## config.mk

```make
export PLATFORM = sky130hd
export DESIGN_NAME = variable_length_bit_packer
export DESIGN_NICKNAME = d
export VERILOG_FILES = /design/src/design/vlbp_pkg.sv /design/src/design/variable_length_bit_packer.sv
export SDC_FILE = /design/constraint.sdc
export NUM_CORES = 1
export LEC_CHECK = 0
export ABC_AREA = 1
export BUFFER_PORTS_ARGS = -buffer_cell sky130_fd_sc_hd__buf_2
export CAP_MARGIN = 10
export CORE_UTILIZATION = 25
export DETAILED_ROUTE_END_ITERATION = 8
export GPL_TIMING_DRIVEN = 0
export PLACE_DENSITY_LB_ADDON = 0.08
export SLEW_MARGIN = 20
export SYNTH_ARGS = -nofsm -noshare
export SYNTH_HDL_FRONTEND = slang
export SYNTH_SLANG_ARGS = --single-unit
```

## constraint.sdc

```tcl
create_clock -name aclk -period 9.3 [get_ports aclk]
set_clock_uncertainty 0.1 [all_clocks]
set_input_delay 0.93 -clock aclk [delete_from_list [all_inputs] [get_ports aclk]]
set_output_delay 0.93 -clock aclk [all_outputs]
set_load 0.05 [all_outputs]
```

## src/design/vlbp_pkg.sv

```systemverilog
// shared types and constants for the variable length bit packer
// no dependencies

package vlbp_pkg;

    // field widths and limits
    localparam int unsigned BYTE_W      = 8;
    localparam int unsigned POS_W       = 3;
    localparam int unsigned VALUE_W     = 64;
    localparam int unsigned COUNT_W     = 8;
    localparam int unsigned REM_W       = 7;
    localparam int unsigned TAKE_W      = 4;
    localparam logic [COUNT_W-1:0] MAX_COUNT = 8'd64;

    // request type codes
    localparam logic REQ_WRITE = 1'b0;
    localparam logic REQ_FLUSH = 1'b1;

    // result status codes
    localparam logic STATUS_OK  = 1'b0;
    localparam logic STATUS_ERR = 1'b1;

    // input request
    typedef struct packed {
        logic               req_type;
        logic [VALUE_W-1:0] value;
        logic [COUNT_W-1:0] num_bits;
    } vlbp_in_t;

    // result item
    typedef struct packed {
        logic [BYTE_W-1:0] byte_out;
        logic              status;
        logic              last;
    } vlbp_out_t;

    // sequencer states
    typedef enum logic {
        ST_IDLE,
        ST_WORK
    } vlbp_state_t;

endpackage

```

## src/design/variable_length_bit_packer.sv

```systemverilog
// variable length bit packer top level: sequencer and shared chunk unit
// depends on vlbp_pkg

// A write request appends the low num_bits bits of value (1 to 64) to a
// byte stream, packing from the top of each byte; every completed byte comes
// out as its own result, the final one marked with last. The shared chunk
// unit places one run of bits into the current byte per cycle, except while a
// finished byte is held by m_ready; a write is packed as one chunk per byte
// it touches (1 to 9). Flush requests and bad-count requests are handled in
// the accept cycle itself. The block takes no new request while a write is
// being packed.

module variable_length_bit_packer
    import vlbp_pkg::*;
(
    input  logic      aclk,
    input  logic      aresetn,
    input  logic      s_valid,
    output logic      s_ready,
    input  vlbp_in_t  s_data,
    output logic      m_valid,
    input  logic      m_ready,
    output vlbp_out_t m_data
);

    vlbp_state_t        state_reg,     state_next;
    logic [BYTE_W-1:0]  partial_reg,   partial_next;
    logic [POS_W-1:0]   pos_reg,       pos_next;
    logic [REM_W-1:0]   rem_reg,       rem_next;
    logic [VALUE_W-1:0] value_reg,     value_next;
    vlbp_out_t          out_reg,       out_next;
    logic               out_valid_reg, out_valid_next;

    logic              out_free;
    logic              accept;
    logic              step_en;
    logic              bad_count;
    logic [TAKE_W-1:0] room;
    logic [TAKE_W-1:0] take;
    logic [TAKE_W-1:0] shift;
    logic [TAKE_W-1:0] pos_sum;
    logic [BYTE_W:0]   mask;
    logic [BYTE_W-1:0] chunk;
    logic [BYTE_W-1:0] byte_new;
    logic [REM_W-1:0]  rem_after;

    // output register free when empty or being drained
    assign out_free = !out_valid_reg || m_ready;
    assign s_ready  = (state_reg == ST_IDLE) && out_free;
    assign accept   = s_valid && s_ready;
    assign step_en  = (state_reg == ST_WORK) && out_free;
    assign m_valid  = out_valid_reg;
    assign m_data   = out_reg;

    assign bad_count = (s_data.num_bits == '0) || (s_data.num_bits > MAX_COUNT);

    // shared chunk unit: place up to one byte's room of bits
    always_comb begin
        room      = TAKE_W'(BYTE_W) - {1'b0, pos_reg};
        take      = (rem_reg < REM_W'(room)) ? rem_reg[TAKE_W-1:0] : room;
        mask      = (9'd1 << take) - 9'd1;
        chunk     = value_reg[BYTE_W-1:0] & mask[BYTE_W-1:0];
        shift     = room - take;
        byte_new  = partial_reg | BYTE_W'(chunk << shift[POS_W-1:0]);
        pos_sum   = {1'b0, pos_reg} + take;
        rem_after = rem_reg - REM_W'(take);
    end

    // sequencer next state and datapath updates
    always_comb begin
        state_next     = state_reg;
        partial_next   = partial_reg;
        pos_next       = pos_reg;
        rem_next       = rem_reg;
        value_next     = value_reg;
        out_next       = out_reg;
        out_valid_next = out_valid_reg && !m_ready;

        case (state_reg)
            ST_IDLE: begin
                if (accept) begin
                    if (s_data.req_type == REQ_FLUSH) begin
                        if (pos_reg != '0) begin
                            out_next.byte_out = partial_reg;
                            out_next.status   = STATUS_OK;
                            out_next.last     = 1'b1;
                            out_valid_next    = 1'b1;
                            partial_next      = '0;
                            pos_next          = '0;
                        end
                    end else if (bad_count) begin
                        out_next.byte_out = '0;
                        out_next.status   = STATUS_ERR;
                        out_next.last     = 1'b1;
                        out_valid_next    = 1'b1;
                    end else begin
                        value_next = s_data.value;
                        rem_next   = REM_W'(s_data.num_bits);
                        state_next = ST_WORK;
                    end
                end
            end
            ST_WORK: begin
                if (step_en) begin
                    value_next = value_reg >> take;
                    rem_next   = rem_after;
                    if (pos_sum == TAKE_W'(BYTE_W)) begin
                        out_next.byte_out = byte_new;
                        out_next.status   = STATUS_OK;
                        out_next.last     = (rem_after < REM_W'(BYTE_W));
                        out_valid_next    = 1'b1;
                        partial_next      = '0;
                        pos_next          = '0;
                    end else begin
                        partial_next = byte_new;
                        pos_next     = pos_sum[POS_W-1:0];
                    end
                    if (rem_after == '0) begin
                        state_next = ST_IDLE;
                    end
                end
            end
            default: begin
                state_next = ST_IDLE;
            end
        endcase
    end

    // control registers
    always_ff @(posedge aclk) begin
        if (!aresetn) begin
            state_reg     <= ST_IDLE;
            partial_reg   <= '0;
            pos_reg       <= '0;
            out_valid_reg <= 1'b0;
        end else begin
            state_reg     <= state_next;
            partial_reg   <= partial_next;
            pos_reg       <= pos_next;
            out_valid_reg <= out_valid_next;
        end
    end

    // payload registers
    always_ff @(posedge aclk) begin
        rem_reg   <= rem_next;
        value_reg <= value_next;
        out_reg   <= out_next;
    end

endmodule

```

==> results.md, run 1 <==
- Status: complete, no violations
- Slew Viols, Final: 0
- Grt ovf: 0
- Period minus WS final: 4.74 ns
- Cell Area, Placed: 8430 um^2
- Die ar.: 30,400 um^2
- Largest net degree at the start of global routing: 22
- Mapped Cells: 1,037
- Cts hold-fix bufs: 0
- Unique masters post-synth: 50
- Slew @ Worst Pin: 1.02 ns
- Leakage: 4.03 nW
- Clock sink total: 94
- Detailed Route Iter0 Violations: 506
- Worst path depth: 20
- Worst path required time: 9.27 ns
- Die Ht: 174 um
- DP Wirelength: 22,500 um
- Max-capacitance violation count: 0
- Antenna Nets Post-Route: 0
- Worst min-delay path class: reg -> reg
- Initial antenna violation count: 0
- Final Setup Violations: 0
- Final Hold Fails: 0
- CP most frequent cell: nand2_1
- ANT cells: 0
- TritonCTS clock tree: built
- Wire per inst: 18.9 um
- Worst-Skew Late Latency: 0.37 ns
- Max incr delay on CP: 0.61 ns
- Core footprint: 28,900 um^2
- Busiest grt layer: met2
- Clk root buf: clkbuf_16
- WHS Path Cells: 2
- Critical path data arrival time: 4.71 ns
- Row Count: 62
- Syn avg cell area: 7.15 um^2
- Layout area overhead: 17.6%
- Clk slew on worst S/H paths: 0.09 ns
- DRC errors left: 0
- CP Class: reg -> reg
- Width of the die: 174 um
- Seq/Total Area, Yosys: 0.363
- Largest area contributor in the netlist: edfxtp_1
- I/O Pins: 89
- CP max FO: 10
- Setup Fix Bufs, Post-CTS: 0
- Worst slack at placement: 4.56 ns
- EDFF count, synth: 81
- Synthesized net count: 1,129
- Fin util: 0.301
- Final WS setup: 4.56 ns
- Final #Nets: 1,232
- # H-tree levels: 3
- Register bit total from synthesis: 94
- Type of origin of the critical path: register
- Gr usage total: 0.191
- Total power: 0.00378 W
- Post-Route WL: 28,900 um
- Post-route cell area: 8720 um^2
- Synth area leaders: edfxtp_1, nand2_1, mux2i_1
- Relative slew slack: 0.318
- Max rail drop VDD: 0.000115 V
- Max Clock Freq: 211 MHz
- Clk buf depth: 2
- Post-cts resize count: 0
- Layout cells sized above 1: 0.133
- Critical-path cell list: inv_1 > ha_1 > ha_1 > inv_1 > nand2_1 > nand2_1 > nand3_1 > nand2_1 > nand2_2 > nand2_4 > nand2_1 > nand2_1 > buf_2 > buf_1 > ha_1 > a31oi_1 > or2_1 > nand3_1 > o21ai_1 > buf_4
- Worst reg2reg path depth: 20
- Worst path top cell family by delay: buffers and inverters
- Top_reg_cell synth: edfxtp_1
- Initial Util: 0.256
- Drt first pass iters: 6
- Vias: 7,366
- Period utilization: 0.510
- Num CTS Buffers: 9
- M3 GR Usage: 0.0341
- First-pass GRT wire length: 43,800 um
- Ys Warns: 0
- GPL Wtd Cong: 0.869
- Worst setup EP type: register
- Met2 usage: 0.336
- Buf/Inv on CP: 5
- Async set-or-reset flop fraction in the synthesized netlist: 0
- PortBufs: 88
- CP max stage cell: buf_1
- Vias in the first global route: 7,394
- GR Util met1: 0.241
- Unrepaired setup endpoints after global routing: false
- Pwr dens: 434 nW/um^2
- Largest register FFs: 64
- Cell Area, Synth: 7420 um^2
- Top cell type's share of synthesized area: 0.328
- Avg Vias per Cell: 4.82
## where the power goes
| part | internal, W | leakage (nW) | switching, W |
|---|---|---|---|
| registers | 0.000714 | 0.870 | 0.0000878 |
| clock network | 0.000189 | 0.144 | 0.000201 |
| logic | 0.000770 | 3.01 | 0.00182 |
| total | 0.00167 | 4.03 | 0.00211 |
## cells in the final DEF, fill, tap and decap left out, types with 3 or more instances in the layout
cell type	instances
buf_1	14
a31oi_1	5
nand4_1	10
buf_2	101
o21ai_0	89
o21ai_1	13
edfxtp_1	81
mux2i_1	57
ha_1	15
nor2_1	41
dfxtp_1	13
a21oi_1	18
or2_2	6
o21a_1	4
nand2_1	413
clkbuf_16	9
buf_4	5
nand2_2	5
inv_1	75
clkbuf_1	24
o211ai_1	30
nand3_1	65
inv_2	3
## worst register-to-register path: cells and delay by family, from the launching register on
kind	cells	cell delay, ns
buf+inv	5	1.35
fa+ha+maj	3	0.92
flops	1	0.46
compound gates	2	0.59
simple gates	10	1.05
## path summary, 6_finish.rpt
path | start | end | slack, ns
max | pos_reg[0] | m_data[6] | 4.56
max reg2reg | pos_reg[0] | m_data[6] | 4.56
min reg2reg | partial_reg[5] | partial_reg[5] | 0.37
min | partial_reg[5] | partial_reg[5] | 0.37
## layer usage
metal | vias up | wire (um)
li1 | 3688 | -
met1 | 3453 | 13000
met2 | 198 | 14200
met3 | 27 | 1220
met4 | 0 | 497
met5 | - | 0
## final cells by class
class | count | area (um^2)
well taps | 384 | 480
flip-flops and latches | 94 | 2690
multi-input cells | 808 | 4190
fillers | 3267 | 20200
plain buffers | 56 | 249
inverters | 79 | 297
repair buffers | 92 | 523
clock buffers | 9 | 225
clock inverters | 7 | 62.6
## synthesized netlist by cell type (14+ instances only)
cell,n
a21oi_1,18
buf_1,14
clkbuf_1,24
edfxtp_1,81
ha_1,15
inv_1,75
mux2i_1,57
nand2_1,413
nand3_1,65
nor2_1,41
o211ai_1,30
o21ai_0,91
## through the flow
stage	instances	hold WS [ns]	setup TNS, ns
after floorplan	1037	0.341	0
after global placement	1509	0.350	-115.98
after detailed placement	1513	0.356	0
after CTS	1529	0.369	0
after global routing	1529	0.380	0
final	1529	0.369	0
## logic make-up after synthesis
family,synth area share
buffers and inverters,0.0735
adders and majority gates,0.0253
DFF,0.363
muxes,0.0769
and+or+nand+nor,0.305
xor gates and xnor gates,0.0110
AOI/OAI and AO/OA,0.145
No activity file was read; power rests on OpenSTA's default activity.
==> run 2, diff against run 1 <==
Clock period 9.3 ns to 4.9 ns, I/O delays scaled along.
==> run 2 against run 1 <==
Cell count down 0.13%. Core utilization increased by 0.11 points. Count of clock-buffer cells in the layout up 2. Maximum frequency grew 5.0%. Sequential cell count did not move. Total power up 92%. Sequential share of layout area shrank 0.11 points. Combinational power rose by 91%. Critical path type unchanged. Critical endpoint is now m_data[0]. Largest cell class unchanged.
==> results.md, run 2 (synthesis gave the netlist of run 1 again) <==
- Status: complete, no violations
- Initial Util: 0.256 (unchanged)
- Worst slack at placement: 0.164 ns (-4.40 ns)
- Pwr dens: 828 nW/um^2 (+91%)
- Post-Route WL: 29,000 um (+0.23%)
- Worst path required time: 4.86 ns (-4.41 ns)
- Vias: 7,301 (-0.88%)
- I/O Pins: 89 (unchanged)
- Slew Viols, Final: 0 (unchanged)
- Worst setup EP type: register
- Worst min-delay path class: in -> reg
- Post-route cell area: 8750 um^2 (+0.37%)
- Die Ht: 174 um (unchanged)
- Clk buf depth: 2 (unchanged)
- Worst path top cell family by delay: simple AND/OR/NAND/NOR gates
- Layout area overhead: 18.0%
- Width of the die: 174 um (unchanged)
- Most frequent cells in the layout: nand2_1, buf_2, o21ai_0
- Dpl cells: 1,513 (unchanged)
- CP Class: reg -> reg
- Initial antenna violation count: 0 (unchanged)
- Critical-path cell list: inv_1 > ha_1 > ha_1 > inv_1 > nand2_1 > nand2_1 > nand3_1 > nand2_1 > nand2_2 > nand2_4 > nand2_1 > nand2_4 > buf_2 > buf_1 > ha_1 > nand3_1 > nand3b_1 > nand2_1 > nand2_1 > or2_2 > nand2_1 > o21ai_0
- First-pass GRT wire length: 43,800 um (-0.14%)
- CP max FO: 10 (unchanged)
- Core footprint: 28,900 um^2 (unchanged)
- Leading cell type in the layout, fill and taps excluded: nand2_1
- Clk slew on worst S/H paths: 0.08 ns (about the same)
- Unrepaired setup endpoints after global routing: false
- Final #Nets: 1,230 (-0.16%)
- Final Setup Violations: 0 (unchanged)
- Largest net degree at the start of global routing: 23 (+4.5%)
- Finished Layout Cells: 1,527 (-0.13%)
- Wire per inst: 19.0 um (+0.36%)
- Drt first pass iters: 5 (-1)
- Final Hold Slack: 0.287 ns (-0.0826 ns)
- Slew @ Worst Pin: 0.925 ns (-0.0975 ns)
- GPL Wtd Cong: 0.861 (-0.91%)
- Buf/Inv on CP: 4 (-1)
- Clk root buf: clkbuf_16
- Layout cells sized above 1: 0.133 (+0.000232)
- Max incr delay on CP: 0.54 ns (-0.07 ns)
- Critical path data arrival time: 4.48 ns (-0.23 ns)
- Num CTS Buffers: 9 (unchanged)
- Worst-Skew Late Latency: 0.37 ns (about the same)
- Relative slew slack: 0.383 (+0.0650)
- Setup Fix Bufs, Post-CTS: 0 (unchanged)
- Final WS setup: 0.383 ns (-4.17 ns)
- CP max stage cell: buf_1
- CP most frequent cell: nand2_1
- DRC errors left: 0 (unchanged)
- Max rail drop VDD: 0.000196 V (+70%)
- Vias in the first global route: 7,256 (-1.9%)
- Max Clock Freq: 221 MHz (+5.0%)
- Total power: 0.00724 W (+92%)
- Period minus WS final: 4.52 ns (-0.226 ns)
- TritonCTS clock tree: built
- Grt ovf: 0 (unchanged)
- Leakage: 4.04 nW (+0.38%)
- Largest register FFs: 64 (unchanged)
- Cts hold-fix bufs: 0 (unchanged)
- Antenna Nets Post-Route: 0 (unchanged)
- DP Wirelength: 22,600 um (+0.24%)
- ANT cells: 0 (unchanged)
- Cell Area, Placed: 8440 um^2 (about the same)
- Max-capacitance violation count: 0 (unchanged)
- Die ar.: 30,400 um^2 (unchanged)
- Detailed Route Iter0 Violations: 534 (+5.5%)
- Type of origin of the critical path: register
- Row Count: 62 (unchanged)
- PortBufs: 88 (unchanged)
- Final Hold Fails: 0 (unchanged)
- # H-tree levels: 3 (unchanged)
- Clock sink total: 94 (unchanged)
- Avg Vias per Cell: 4.78 (-0.75%)
- Period utilization: 0.922 (+0.412)
- Gr usage total: 0.192 (+0.000861)
- Post-cts resize count: 0 (unchanged)
-- run 2: layout make-up --
class,count,area [um^2]
fillers,3251,20200
multi-input cells,808,4190
flip-flops and latches,94,2690
repair buffers,92,531
well taps,384,480
inverters,79,297
clock buffers,11,275
plain buffers,54,244
clock inverters,5,42.5
-- run 2: through the flow --
step / setup TNS [ns] / util
after floorplan: 0 / -
after global placement: -8.45 / 0.288
after detailed placement: 0 / 0.292
after CTS: 0 / 0.303
after global routing: 0 / 0.303
final: 0 / 0.303
-- run 2: final timing paths --
path	from	end	slack [ns]	depth (start not counted)
max	pos_reg[0]	m_data[0]	0.38	22
max reg2reg	pos_reg[0]	m_data[0]	0.38	22
min reg2reg	partial_reg[7]	partial_reg[7]	0.37	2
min	aresetn	partial_reg[0]	0.29	3
-- run 2: tightest hold or removal path: cells and delay by family --
kind / cells / cell delay, ns
buffers and inverters: 1 / 0.13
AOI/OAI and AO/OA: 1 / 0.03
and+or+nand+nor: 1 / 0.06
-- run 2: power breakdown --
group          total, W  leakage [nW]  internal, W  switching, W
Combinational   0.00494          3.01      0.00147       0.00347
Clock          0.000789         0.159     0.000416      0.000373
Sequential      0.00152         0.870      0.00135      0.000163
Total           0.00724          4.04      0.00324       0.00401
-- run 2: metal layers --
| layer | share of wire | global-route usage | up-vias |
|---|---|---|---|
| met5 | 0 | 0 | - |
| met4 | 0.017 | 0.0577 | 0 |
| met3 | 0.030 | 0.0177 | 27 |
| met2 | 0.48 | 0.330 | 157 |
| met1 | 0.47 | 0.254 | 3439 |
| li1 | - | - | 3678 |
